$ cat config.mk
export PLATFORM = sky130hd
export DESIGN_NAME = modbus_frame_builder_checker_unit
export DESIGN_NICKNAME = d
export VERILOG_FILES = /design/src/sv/mfbc_pkg.sv /design/src/sv/modbus_frame_builder_checker_unit.sv
export SDC_FILE = /design/constraint.sdc
export NUM_CORES = 1
export LEC_CHECK = 0
export BUFFER_PORTS_ARGS = -buffer_cell sky130_fd_sc_hd__buf_2
export CORE_MARGIN = 3
export CORE_UTILIZATION = 45
export DETAILED_ROUTE_END_ITERATION = 16
export PLACE_DENSITY = 0.75
export RECOVER_POWER = 25
export SYNTH_ARGS = -nofsm -noshare
export SYNTH_HDL_FRONTEND = slang
export SYNTH_SLANG_ARGS = --single-unit
$ cat constraint.sdc
create_clock -name clk_i -period 4.3 [get_ports clk_i]
set_clock_uncertainty 0.05 [all_clocks]
set_input_delay 0.86 -clock clk_i [delete_from_list [all_inputs] [get_ports clk_i]]
set_output_delay 0.86 -clock clk_i [all_outputs]
set_load 0.01 [all_outputs]
$ cat src/sv/mfbc_pkg.sv
// Shared constants, codes and the CRC-16 byte update for the Modbus frame builder/checker.
package mfbc_pkg;

  localparam int MAX_REGISTERS = 8;
  localparam int REG_W         = $clog2(MAX_REGISTERS + 1);
  localparam int POS_W         = $clog2(2 * MAX_REGISTERS + 5);

  localparam logic [15:0] CRC_INIT   = 16'hFFFF;
  localparam logic [15:0] CRC_POLY   = 16'hA001;
  localparam logic [7:0]  FUNC_READ  = 8'h03;
  localparam logic [7:0]  FUNC_WRITE = 8'h06;
  localparam logic [7:0]  SLAVE_RST  = 8'h5F;

  typedef enum logic [1:0] {
    ACT_READ  = 2'd0,
    ACT_WRITE = 2'd1,
    ACT_RESP  = 2'd2
  } action_e;

  typedef enum logic [1:0] {
    KIND_REQ     = 2'd0,
    KIND_PAYLOAD = 2'd1,
    KIND_STATUS  = 2'd2
  } kind_e;

  typedef enum logic [2:0] {
    ST_OK        = 3'd0,
    ST_BAD_HDR   = 3'd1,
    ST_ECHO      = 3'd2,
    ST_BAD_CRC   = 3'd3,
    ST_CNT_RANGE = 3'd4
  } status_e;

  typedef enum logic [1:0] {
    PEND_NONE  = 2'd0,
    PEND_READ  = 2'd1,
    PEND_WRITE = 2'd2
  } pend_e;

  typedef enum logic [1:0] {
    FAULT_NONE = 2'd0,
    FAULT_HDR  = 2'd1,
    FAULT_ECHO = 2'd2
  } fault_e;

  function automatic logic [15:0] crc_byte(input logic [15:0] crc_in, input logic [7:0] b);
    logic [15:0] c;
    c = crc_in ^ {8'h00, b};
    for (int k = 0; k < 8; k++) begin
      if (c[0]) c = (c >> 1) ^ CRC_POLY;
      else      c = c >> 1;
    end
    return c;
  endfunction

  localparam logic [15:0] SEED_RST = crc_byte(CRC_INIT, SLAVE_RST);

endpackage

$ cat src/sv/modbus_frame_builder_checker_unit.sv
// Modbus RTU request framer and response checker, top level.
// A response byte is taken when in_valid_i and in_ready_o are high; its result, if any, appears
// in the output register in the cycle after, so response bytes stream at one per cycle while the
// output drains and no request is being sent. A read or write request is taken the same way; its
// seven bytes leave one per cycle while the output is not stalled, from a small emitter that
// folds the first five into the CRC; the next item can be taken once the seventh byte is loaded.
// A read with a register count of zero or above the limit gives one status item at once.
module modbus_frame_builder_checker_unit
  import mfbc_pkg::*;
(
  input  logic        clk_i,
  input  logic        rst_ni,
  input  logic        cfg_we_i,
  input  logic [7:0]  cfg_wdata_i,
  input  logic        in_valid_i,
  output logic        in_ready_o,
  input  logic [1:0]  action_i,
  input  logic [15:0] reg_address_i,
  input  logic [15:0] word_i,
  input  logic [7:0]  data_byte_i,
  output logic        out_valid_o,
  input  logic        out_ready_i,
  output logic [1:0]  kind_o,
  output logic [7:0]  byte_value_o,
  output logic [2:0]  status_o,
  output logic        last_o
);

  logic [15:0]      seed_q;
  pend_e            pend_q, pend_d;
  logic [POS_W-1:0] pos_q, pos_d;
  logic [15:0]      crc_q, crc_d;
  logic [REG_W-1:0] exp_regs_q, exp_regs_d;
  logic [15:0]      exp_val_q, exp_val_d;
  logic [7:0]       echo_hi_q, echo_hi_d;
  fault_e           fault_q, fault_d;

  logic        tx_busy_q, tx_busy_d;
  logic [2:0]  tx_idx_q, tx_idx_d;
  logic        tx_read_q, tx_read_d;
  logic [15:0] tx_addr_q, tx_addr_d;
  logic [15:0] tx_word_q, tx_word_d;
  logic [15:0] tx_crc_q, tx_crc_d;

  logic       out_valid_q, out_valid_d;
  kind_e      kind_q, kind_d;
  logic [7:0] byte_q, byte_d;
  status_e    status_q, status_d;
  logic       last_q, last_d;

  logic             out_free, in_acc;
  logic [7:0]       tx_byte;
  logic [15:0]      rx_crc;
  logic [POS_W-1:0] total, pos_n;

  assign out_free   = !out_valid_q || out_ready_i;
  assign in_ready_o = !tx_busy_q && out_free;
  assign in_acc     = in_valid_i && in_ready_o;

  assign rx_crc = crc_byte(crc_q, data_byte_i);
  assign pos_n  = pos_q + POS_W'(1);
  assign total  = (pend_q == PEND_READ) ? (POS_W'(exp_regs_q) << 1) + POS_W'(4) : POS_W'(7);

  always_comb begin
    case (tx_idx_q)
      3'd0:    tx_byte = tx_read_q ? FUNC_READ : FUNC_WRITE;
      3'd1:    tx_byte = tx_addr_q[15:8];
      3'd2:    tx_byte = tx_addr_q[7:0];
      3'd3:    tx_byte = tx_word_q[15:8];
      3'd4:    tx_byte = tx_word_q[7:0];
      3'd5:    tx_byte = tx_crc_q[7:0];
      default: tx_byte = tx_crc_q[15:8];
    endcase
  end

  always_comb begin
    pend_d      = pend_q;
    pos_d       = pos_q;
    crc_d       = crc_q;
    exp_regs_d  = exp_regs_q;
    exp_val_d   = exp_val_q;
    echo_hi_d   = echo_hi_q;
    fault_d     = fault_q;
    tx_busy_d   = tx_busy_q;
    tx_idx_d    = tx_idx_q;
    tx_read_d   = tx_read_q;
    tx_addr_d   = tx_addr_q;
    tx_word_d   = tx_word_q;
    tx_crc_d    = tx_crc_q;
    out_valid_d = out_valid_q && !out_ready_i;
    kind_d      = kind_q;
    byte_d      = byte_q;
    status_d    = status_q;
    last_d      = last_q;

    if (tx_busy_q && out_free) begin
      out_valid_d = 1'b1;
      kind_d      = KIND_REQ;
      byte_d      = tx_byte;
      status_d    = ST_OK;
      last_d      = (tx_idx_q == 3'd6);
      if (tx_idx_q < 3'd5) tx_crc_d = crc_byte(tx_crc_q, tx_byte);
      tx_idx_d = tx_idx_q + 3'd1;
      if (tx_idx_q == 3'd6) tx_busy_d = 1'b0;
    end

    if (in_acc) begin
      case (action_e'(action_i))
        ACT_READ, ACT_WRITE: begin
          if (action_e'(action_i) == ACT_READ &&
              (word_i == 16'd0 || word_i > 16'(MAX_REGISTERS))) begin
            pend_d      = PEND_NONE;
            out_valid_d = 1'b1;
            kind_d      = KIND_STATUS;
            byte_d      = 8'h00;
            status_d    = ST_CNT_RANGE;
            last_d      = 1'b1;
          end else begin
            pend_d     = (action_e'(action_i) == ACT_READ) ? PEND_READ : PEND_WRITE;
            exp_regs_d = (action_e'(action_i) == ACT_READ) ? word_i[REG_W-1:0] : '0;
            exp_val_d  = (action_e'(action_i) == ACT_WRITE) ? word_i : 16'h0000;
            echo_hi_d  = 8'h00;
            fault_d    = FAULT_NONE;
            pos_d      = '0;
            crc_d      = seed_q;
            tx_busy_d  = 1'b1;
            tx_idx_d   = 3'd0;
            tx_read_d  = (action_e'(action_i) == ACT_READ);
            tx_addr_d  = reg_address_i;
            tx_word_d  = word_i;
            tx_crc_d   = seed_q;
          end
        end
        ACT_RESP: begin
          if (pend_q != PEND_NONE) begin
            crc_d = rx_crc;
            pos_d = pos_n;
            if (pend_q == PEND_READ) begin
              if (pos_q == '0) begin
                if (data_byte_i != FUNC_READ) fault_d = FAULT_HDR;
              end else if (pos_q == POS_W'(1)) begin
                if (data_byte_i != 8'({exp_regs_q, 1'b0})) fault_d = FAULT_HDR;
              end else if (pos_q < total - POS_W'(2)) begin
                out_valid_d = 1'b1;
                kind_d      = KIND_PAYLOAD;
                byte_d      = data_byte_i;
                status_d    = ST_OK;
                last_d      = 1'b0;
              end
            end else begin
              if (pos_q == '0) begin
                if (data_byte_i != FUNC_WRITE) fault_d = FAULT_HDR;
              end else if (pos_q == POS_W'(3)) begin
                echo_hi_d = data_byte_i;
              end else if (pos_q == POS_W'(4)) begin
                if (fault_q == FAULT_NONE && {echo_hi_q, data_byte_i} != exp_val_q)
                  fault_d = FAULT_ECHO;
              end
            end
            if (pos_n >= total) begin
              out_valid_d = 1'b1;
              kind_d      = KIND_STATUS;
              byte_d      = 8'h00;
              last_d      = 1'b1;
              pend_d      = PEND_NONE;
              if (fault_d == FAULT_HDR)       status_d = ST_BAD_HDR;
              else if (fault_d == FAULT_ECHO) status_d = ST_ECHO;
              else if (rx_crc != 16'h0000)    status_d = ST_BAD_CRC;
              else                            status_d = ST_OK;
            end
          end
        end
        default: ;
      endcase
    end
  end

  always_ff @(posedge clk_i or negedge rst_ni) begin
    if (!rst_ni) begin
      seed_q      <= SEED_RST;
      pend_q      <= PEND_NONE;
      pos_q       <= '0;
      crc_q       <= CRC_INIT;
      exp_regs_q  <= '0;
      exp_val_q   <= 16'h0000;
      echo_hi_q   <= 8'h00;
      fault_q     <= FAULT_NONE;
      tx_busy_q   <= 1'b0;
      tx_idx_q    <= 3'd0;
      out_valid_q <= 1'b0;
    end else begin
      if (cfg_we_i) seed_q <= crc_byte(CRC_INIT, cfg_wdata_i);
      pend_q      <= pend_d;
      pos_q       <= pos_d;
      crc_q       <= crc_d;
      exp_regs_q  <= exp_regs_d;
      exp_val_q   <= exp_val_d;
      echo_hi_q   <= echo_hi_d;
      fault_q     <= fault_d;
      tx_busy_q   <= tx_busy_d;
      tx_idx_q    <= tx_idx_d;
      out_valid_q <= out_valid_d;
    end
  end

  always_ff @(posedge clk_i) begin
    tx_read_q <= tx_read_d;
    tx_addr_q <= tx_addr_d;
    tx_word_q <= tx_word_d;
    tx_crc_q  <= tx_crc_d;
    kind_q    <= kind_d;
    byte_q    <= byte_d;
    status_q  <= status_d;
    last_q    <= last_d;
  end

  assign out_valid_o  = out_valid_q;
  assign kind_o       = kind_q;
  assign byte_value_o = byte_q;
  assign status_o     = status_q;
  assign last_o       = last_q;

endmodule

==> flow_metrics.env, run 1 <==
export IMPL_io_pin_count=71
export IMPL_cp_start_kind="flop"
export IMPL_hold_viol_final=0
export IMPL_initial_utilization=0.470
export IMPL_max_slew_margin_rel=0.120
export IMPL_globalRouteMet1Util=0.314
export IMPL_dieHeight_um=130
export IMPL_worstSkewPairLatency_ns=0.43
export IMPL_synthMostInstantiatedCell="nand2_1"
export IMPL_numPortBuffers=70
export IMPL_ys_flop_type="dfrtp_1"
export IMPL_ys_top_cells_by_count="nand2_1 (98), xnor2_1 (60), nor2_1 (56), dfrtp_1 (46), o21ai_0 (44)"
export IMPL_grt_pass1_vias=5297
export IMPL_critical_path_slowest_cell="dfrtp_1"
export IMPL_drc=0
export IMPL_postCtsSetupRepairBufs=0
export IMPL_core_region_area_sq_um=14800
export IMPL_critical_path_top_delay_family="simple AND/OR/NAND/NOR gates"
export IMPL_multi_input_area_sq_um=3410
export IMPL_synth_area_top_cells="dfrtp_1 (17%), edfxtp_1 (14%), dfstp_2 (8.7%)"
export IMPL_status="complete, no violations"
export IMPL_dpl_cell_area_sq_um=7450
export IMPL_num_vias=5593
export IMPL_dpl_worst_slack_ns=0.627
export IMPL_maxCapViolations=0
export IMPL_drt_iter0_drc=530
export IMPL_hold_buffers=0
export IMPL_pwr_share_comb=0.513
export IMPL_nets=843
export IMPL_wl_um=18700
export IMPL_path_buf_inv=1
export IMPL_dpl_cell_count=932
export IMPL_crit_chain="inv_1, ha_1, or3_4, or2_0, a31oi_1, xnor2_1, xor2_1, nor3_1, mux2_4, o31ai_2"
export IMPL_synth_cell_types=61
export IMPL_clock_sinks=132
export IMPL_synth_seq_area_share=0.481
export IMPL_die_w_um=130
export IMPL_gp_congestion=0.934
export IMPL_fmax_mhz=271
export IMPL_whs_ns=0.412
export IMPL_die_area_sq_um=17000
export IMPL_ff_latch_area_sq_um=3350
export IMPL_syn_instance_count=704
export IMPL_path_class="reg2reg"
export IMPL_fp_row_count=44
export IMPL_grt_max_degree=55
export IMPL_p_sw_mw=3.02
export IMPL_use_met3=0.0411
export IMPL_tns_ns=0
export IMPL_path_clk_slew_ns=0.06
export IMPL_async_flop_share=0.523
export IMPL_worst_slew_pin_transition_ns=1.32
export IMPL_ys_ff_latch=132
export IMPL_powerDensity_nw_per_um2=917
export IMPL_syn_nets=780
export IMPL_grt_util_met2=0.355
export IMPL_clkPwrFrac=0.191
export IMPL_antenna_found_initial=0
export IMPL_dr_pass1_iters=6
export IMPL_dp_hpwl_um=13500
export IMPL_drive_above_1_share=0.179
export IMPL_grt_pass1_wl_um=29300
export IMPL_cp_max_fo=17
export IMPL_numCtsBuffers=17
export IMPL_crit_required_ns=4.59
export IMPL_seqPwrFrac=0.297
export IMPL_worstHoldPathType="reg2reg"
export IMPL_setup_violations=0
export IMPL_cts_tree="built"
export IMPL_vias_per_cell=5.80
export IMPL_rsz0062_at_grt="false"
export IMPL_synth_largest_area_cell="dfrtp_1"
export IMPL_synth_warnings=0
export IMPL_p_sw_frac=0.412
export IMPL_mappedNetlistArea_sq_um=6960
export IMPL_antenna_cells=0
export IMPL_worst_slack_ns=0.608
export IMPL_cts_max_level=4
export IMPL_internal_power_mw=4.31
export IMPL_synth_edff_count=33
export IMPL_wl_per_cell_um=19.4
export IMPL_clock_path_buffers=2
export IMPL_ir_worst_vdd_mv=0.679
export IMPL_slew_violations=0
export IMPL_crit_path_max_incr_delay_ns=0.67
export IMPL_leakagePower_nw=3.23
export IMPL_cts_resized=0
export IMPL_final_area_sq_um=7990
export IMPL_fillCellCount=1303
export IMPL_cts_root_buf="clkbuf_16"
export IMPL_endpoint_kind="flop"
export IMPL_area_delta_synth_final_pct=14.8
export IMPL_grt_total_usage=0.227
export IMPL_synthDominantCellAreaShare=0.165
export IMPL_crit_arrival_ns=3.98
export IMPL_gr_total_overflow=0
export IMPL_grt_busiest_layer="met2"
export IMPL_antenna_left=0
export IMPL_post_route_period_util=0.858
export IMPL_post_route_min_period_ns=3.69
export IMPL_layout_cells_non_filler=964
export IMPL_syn_area_per_cell_sq_um=9.89
[power by group through the flow]
stage	sequential, mW	combinational (mW)	clock, mW
floorplan	2.03	3.10	0
global placement	2.19	3.64	0
detailed placement	2.18	3.71	0
CTS	2.16	3.73	1.41
global route	2.21	4.13	1.46
finish	2.17	3.76	1.40
[worst paths after layout]
path / from / to / slack, ns / cells after the start
setup reg to reg: tx_idx_q[2] / tx_crc_q[15] / 0.61 / 10
hold / removal: kind_o[0] / kind_o[0] / 0.41 / 2
min in group asynchronous: rst_ni / fault_q[1] / 0.53 / 1
max in group asynchronous: rst_ni / echo_hi_q[2] / 1.83 / 2
setup / recovery: tx_idx_q[2] / tx_crc_q[15] / 0.61 / 10
hold reg to reg: kind_o[0] / kind_o[0] / 0.41 / 2
[state kept, by name, indices dropped and copies added, names as in the netlist, 2 cells and up]
signal        cells
byte_value_o      8
exp_val_q        16
kind_o            2
pos_q             5
tx_idx_q          3
tx_word_q        16
pend_q            2
status_o          3
echo_hi_q         8
tx_addr_q        16
fault_q           2
crc_q            16
tx_crc_q         16
seed_q           11
exp_regs_q        4
[metrics by stage]
step           utilization  total power [mW]
2_1_floorplan            -              5.13
3_3_place_gp         0.503              5.83
3_5_place_dp         0.503              5.89
4_1_cts              0.542              7.31
5_1_grt              0.540              7.80
6_report             0.540              7.33
[tightest hold or removal path: cells and delay by family (launching register included)]
kind	cells	cell delay, ns
compound gates	1	0.06
flops	1	0.31
simple gates	1	0.05
[layout by cell type, fill, tap and decap left out, drive strengths merged, types with 18 or more instances in the layout]
cell,count
o21ai,46
ha,21
nor2,56
clkbuf,38
nand3,20
dfstp,23
dfxtp,30
xnor2,65
edfxtp,33
inv,20
buf,59
nand2,98
a21oi,42
dfrtp,46
a22o,18
[kinds of logic (layout without fill, tap and decap cells)]
group	count (synthesis)	in the layout	synth area share
AO/OA/AOI/OAI	165	165	0.157
buffers and inverters	48	124	0.0298
flip-flops	132	132	0.481
multiplexers	19	19	0.0298
XOR/XNOR	81	81	0.109
AND/OR/NAND/NOR	237	237	0.154
adder cells (fa/ha/maj)	22	22	0.0392
[layer usage]
layer | share of wire | wire, um
met5 | 0 | 0
met4 | 0.030 | 561
met3 | 0.054 | 1010
met2 | 0.47 | 8790
met1 | 0.45 | 8340
[cell type report]
cell class,instances,area share
inverters,12,0.00564
clock inverters,15,0.0177
flip-flops and latches,132,0.419
multi-input cells,524,0.426
repair buffers,80,0.0498
clock buffers,17,0.0532
well taps,184,0.0288
Power figures use the tool's default switching activity.
==> run 2: changes to the inputs <==
- ABC_AREA: not set -> 1
- PLACE_DENSITY: 0.75 -> 0.74
==> run 2 against run 1 <==
Effect of this change: the flow now finishes with violations (capacitance limit, slew limit); non-clock buffer count decreased by 3; global-route usage up 0.21 points; synthesized area grew 7.9%; fmax grew 17%; first-iteration DRC count increased by 14%; via count increased by 19%; die area up 7.5%; clock power rose by 5%; critical endpoint is now last_o; routed wire length is 9.1% higher; synthesized cell count up 32%.
==> flow_metrics.env, run 2 <==
export IMPL_status="complete, but fails checks"
export IMPL_violations="capacitance limit, slew limit"
export IMPL_drt_iter0_drc=603
export IMPL_path_buf_inv=2
export IMPL_crit_chain="nor2_1, inv_1, nor2_1, ha_1, ha_1, a21oi_1, nor2_1, o21ai_0, nand2_1, inv_1, o21ai_0, a221oi_1, o22ai_1"
export IMPL_syn_area_per_cell_sq_um=8.10
export IMPL_ir_worst_vdd_mv=0.385
export IMPL_tns_ns=0
export IMPL_whs_ns=0.436
export IMPL_syn_nets=1003
export IMPL_cp_common_cell="nor2_1"
export IMPL_cts_max_level=4
export IMPL_critical_path_top_delay_family="simple AND/OR/NAND/NOR gates"
export IMPL_dr_pass1_iters=5
export IMPL_cp_max_fo=13
export IMPL_worstHoldPathType="reg2reg"
export IMPL_nets=1064
export IMPL_leakagePower_nw=3.93
export IMPL_fp_row_count=46
export IMPL_dp_hpwl_um=15000
export IMPL_synth_largest_area_cell="dfrtp_1"
export IMPL_syn_instance_count=927
export IMPL_antenna_left=0
export IMPL_path_class="reg2reg"
export IMPL_cts_resized=0
export IMPL_grt_total_usage=0.229
export IMPL_crit_path_max_incr_delay_ns=0.38
export IMPL_crit_arrival_ns=3.40
export IMPL_dpl_cell_count=1185
export IMPL_synth_warnings=0
export IMPL_synth_area_top_cells="dfrtp_1 (15%), edfxtp_1 (13%), nand2_1 (11%)"
export IMPL_grt_pass1_wl_um=32700
export IMPL_final_common_cell="nand2_1"
export IMPL_mappedNetlistArea_sq_um=7510
export IMPL_gp_congestion=0.937
export IMPL_synth_seq_area_share=0.446
export IMPL_synthDominantCellAreaShare=0.153
export IMPL_maxCapViolations=1
export IMPL_antenna_cells=0
export IMPL_slew_violations=70
export IMPL_postCtsSetupRepairBufs=0
export IMPL_fmax_mhz=316
export IMPL_max_slew_margin_rel=-0.160
export IMPL_cts_root_buf="clkbuf_16"
export IMPL_crit_required_ns=4.54
export IMPL_grt_pass1_vias=6352
export IMPL_ys_ff_latch=132
export IMPL_area_delta_synth_final_pct=14.3
export IMPL_layout_cells_non_filler=1217
export IMPL_vias_per_cell=5.48
export IMPL_numPortBuffers=70
export IMPL_hold_buffers=0
export IMPL_path_clk_slew_ns=0.05
export IMPL_setup_violations=0
export IMPL_wl_per_cell_um=16.8
export IMPL_worstSkewPairLatency_ns=0.43
export IMPL_worst_slew_pin_transition_ns=1.74
export IMPL_final_core_util=0.533
export IMPL_most_common_layout_cells="nand2_1 (226), inv_1 (97), o21ai_0 (90)"
export IMPL_rsz0062_at_grt="false"
export IMPL_die_area_sq_um=18300
export IMPL_synthMostInstantiatedCell="nand2_1"
export IMPL_clock_sinks=132
export IMPL_grt_max_degree=70
export IMPL_antenna_found_initial=1
export IMPL_post_route_min_period_ns=3.16
export IMPL_async_flop_share=0.523
export IMPL_wl_um=20400
export IMPL_cp_start_kind="flop"
export IMPL_cts_tree="built"
export IMPL_dieHeight_um=135
export IMPL_drc=0
export IMPL_core_region_area_sq_um=16100
export IMPL_ys_flop_type="dfrtp_1"
export IMPL_clock_path_buffers=2
export IMPL_die_w_um=135
export IMPL_powerDensity_nw_per_um2=843
export IMPL_post_route_period_util=0.735
export IMPL_hold_viol_final=0
export IMPL_numCtsBuffers=17
export IMPL_synth_cell_types=48
export IMPL_num_vias=6667
export IMPL_io_pin_count=71
export IMPL_critical_path_slowest_cell="dfrtp_1"
export IMPL_initial_utilization=0.466
export IMPL_ys_top_cells_by_count="nand2_1 (226), inv_1 (97), o21ai_0 (90), nand3_1 (84)"
export IMPL_synth_edff_count=33
export IMPL_gr_total_overflow=0
export IMPL_drive_above_1_share=0.163
export IMPL_endpoint_kind="flop"
export IMPL_fillCellCount=1517
[run 2: changes by cell type after synthesis, moves of 12 or more]
cell,previous run,this run
nand2_1,98,226
o211ai_1,0,19
nand2_2,0,22
inv_1,12,97
clkbuf_1,28,16
nand3_1,20,84
nor3_1,17,4
a21oi_1,42,14
o21ai_0,44,90
xnor2_1,60,23
a22o_1,18,0
[run 2: final cells by class]
| cell class | instances | area (sq um) | share of cell area |
|---|---|---|---|
| Sequential cell | 132 | 3350 | 0.390 |
| Clock inverter | 6 | 62.6 | 0.00729 |
| Inverter | 105 | 399 | 0.0465 |
| Tap cell | 216 | 270 | 0.0315 |
| Timing Repair Buffer | 77 | 378 | 0.0440 |
| Multi-Input combinational cell | 655 | 3580 | 0.417 |
| Clock buffer | 26 | 543 | 0.0633 |
[run 2: power breakdown]
part | switching, mW | total [mW] | internal [mW] | leakage (nW)
clock | 0.542 | 1.47 | 0.930 | 0.297
combinational | 2.35 | 3.63 | 1.28 | 2.25
sequential | 0.366 | 2.13 | 1.77 | 1.39
[run 2: final timing paths]
check	from	depth (start not counted)	slack, ns	to
worst max-delay path	pend_q[1]	13	1.14	last_o
worst min-delay path	crc_q[14]	2	0.44	crc_q[14]
worst max register to register	pend_q[1]	13	1.14	last_o
worst min register to register	crc_q[14]	2	0.44	crc_q[14]
max in group asynchronous	rst_ni	2	2.23	pend_q[1]
min in group asynchronous	rst_ni	2	0.93	seed_q[10]
[run 2: tightest hold or removal path, cell delays in order, from the launching register on]
cell and delay, ns:
dfstp_2 0.37, nand2_1 0.06, nand2_1 0.05
[run 2: cell families (layout without fill, tap and decap cells)]
| kind of cell | count (synthesis) | in the layout | synth area share |
|---|---|---|---|
| simple gates | 418 | 418 | 0.248 |
| xor+xnor | 48 | 48 | 0.0560 |
| compound gates | 168 | 168 | 0.137 |
| buf+inv | 140 | 214 | 0.0783 |
| flops | 132 | 132 | 0.446 |
| fa+ha+maj | 21 | 21 | 0.0350 |
[run 2: routing by layer]
metal  share of wire  GRT usage  wire (um)  vias up
met3           0.079     0.0646       1610       36
met5         0.00044          0          9        -
met4           0.015     0.0549        316        2
li1                -          -          -     3225
met2            0.47      0.361       9520      267
met1            0.44      0.316       8940     3137
[run 2: per-stage QoR]
step / setup WS [ns] / total power, mW / area (sq um)
5_1_grt: 0.791 / 7.85 / 8580
2_1_floorplan: 1.16 / 4.84 / 7510
6_report: 1.14 / 7.24 / 8580
3_5_place_dp: 0.776 / 5.70 / 8000
3_3_place_gp: 0.901 / 5.60 / 8000
4_1_cts: 1.18 / 7.20 / 8610
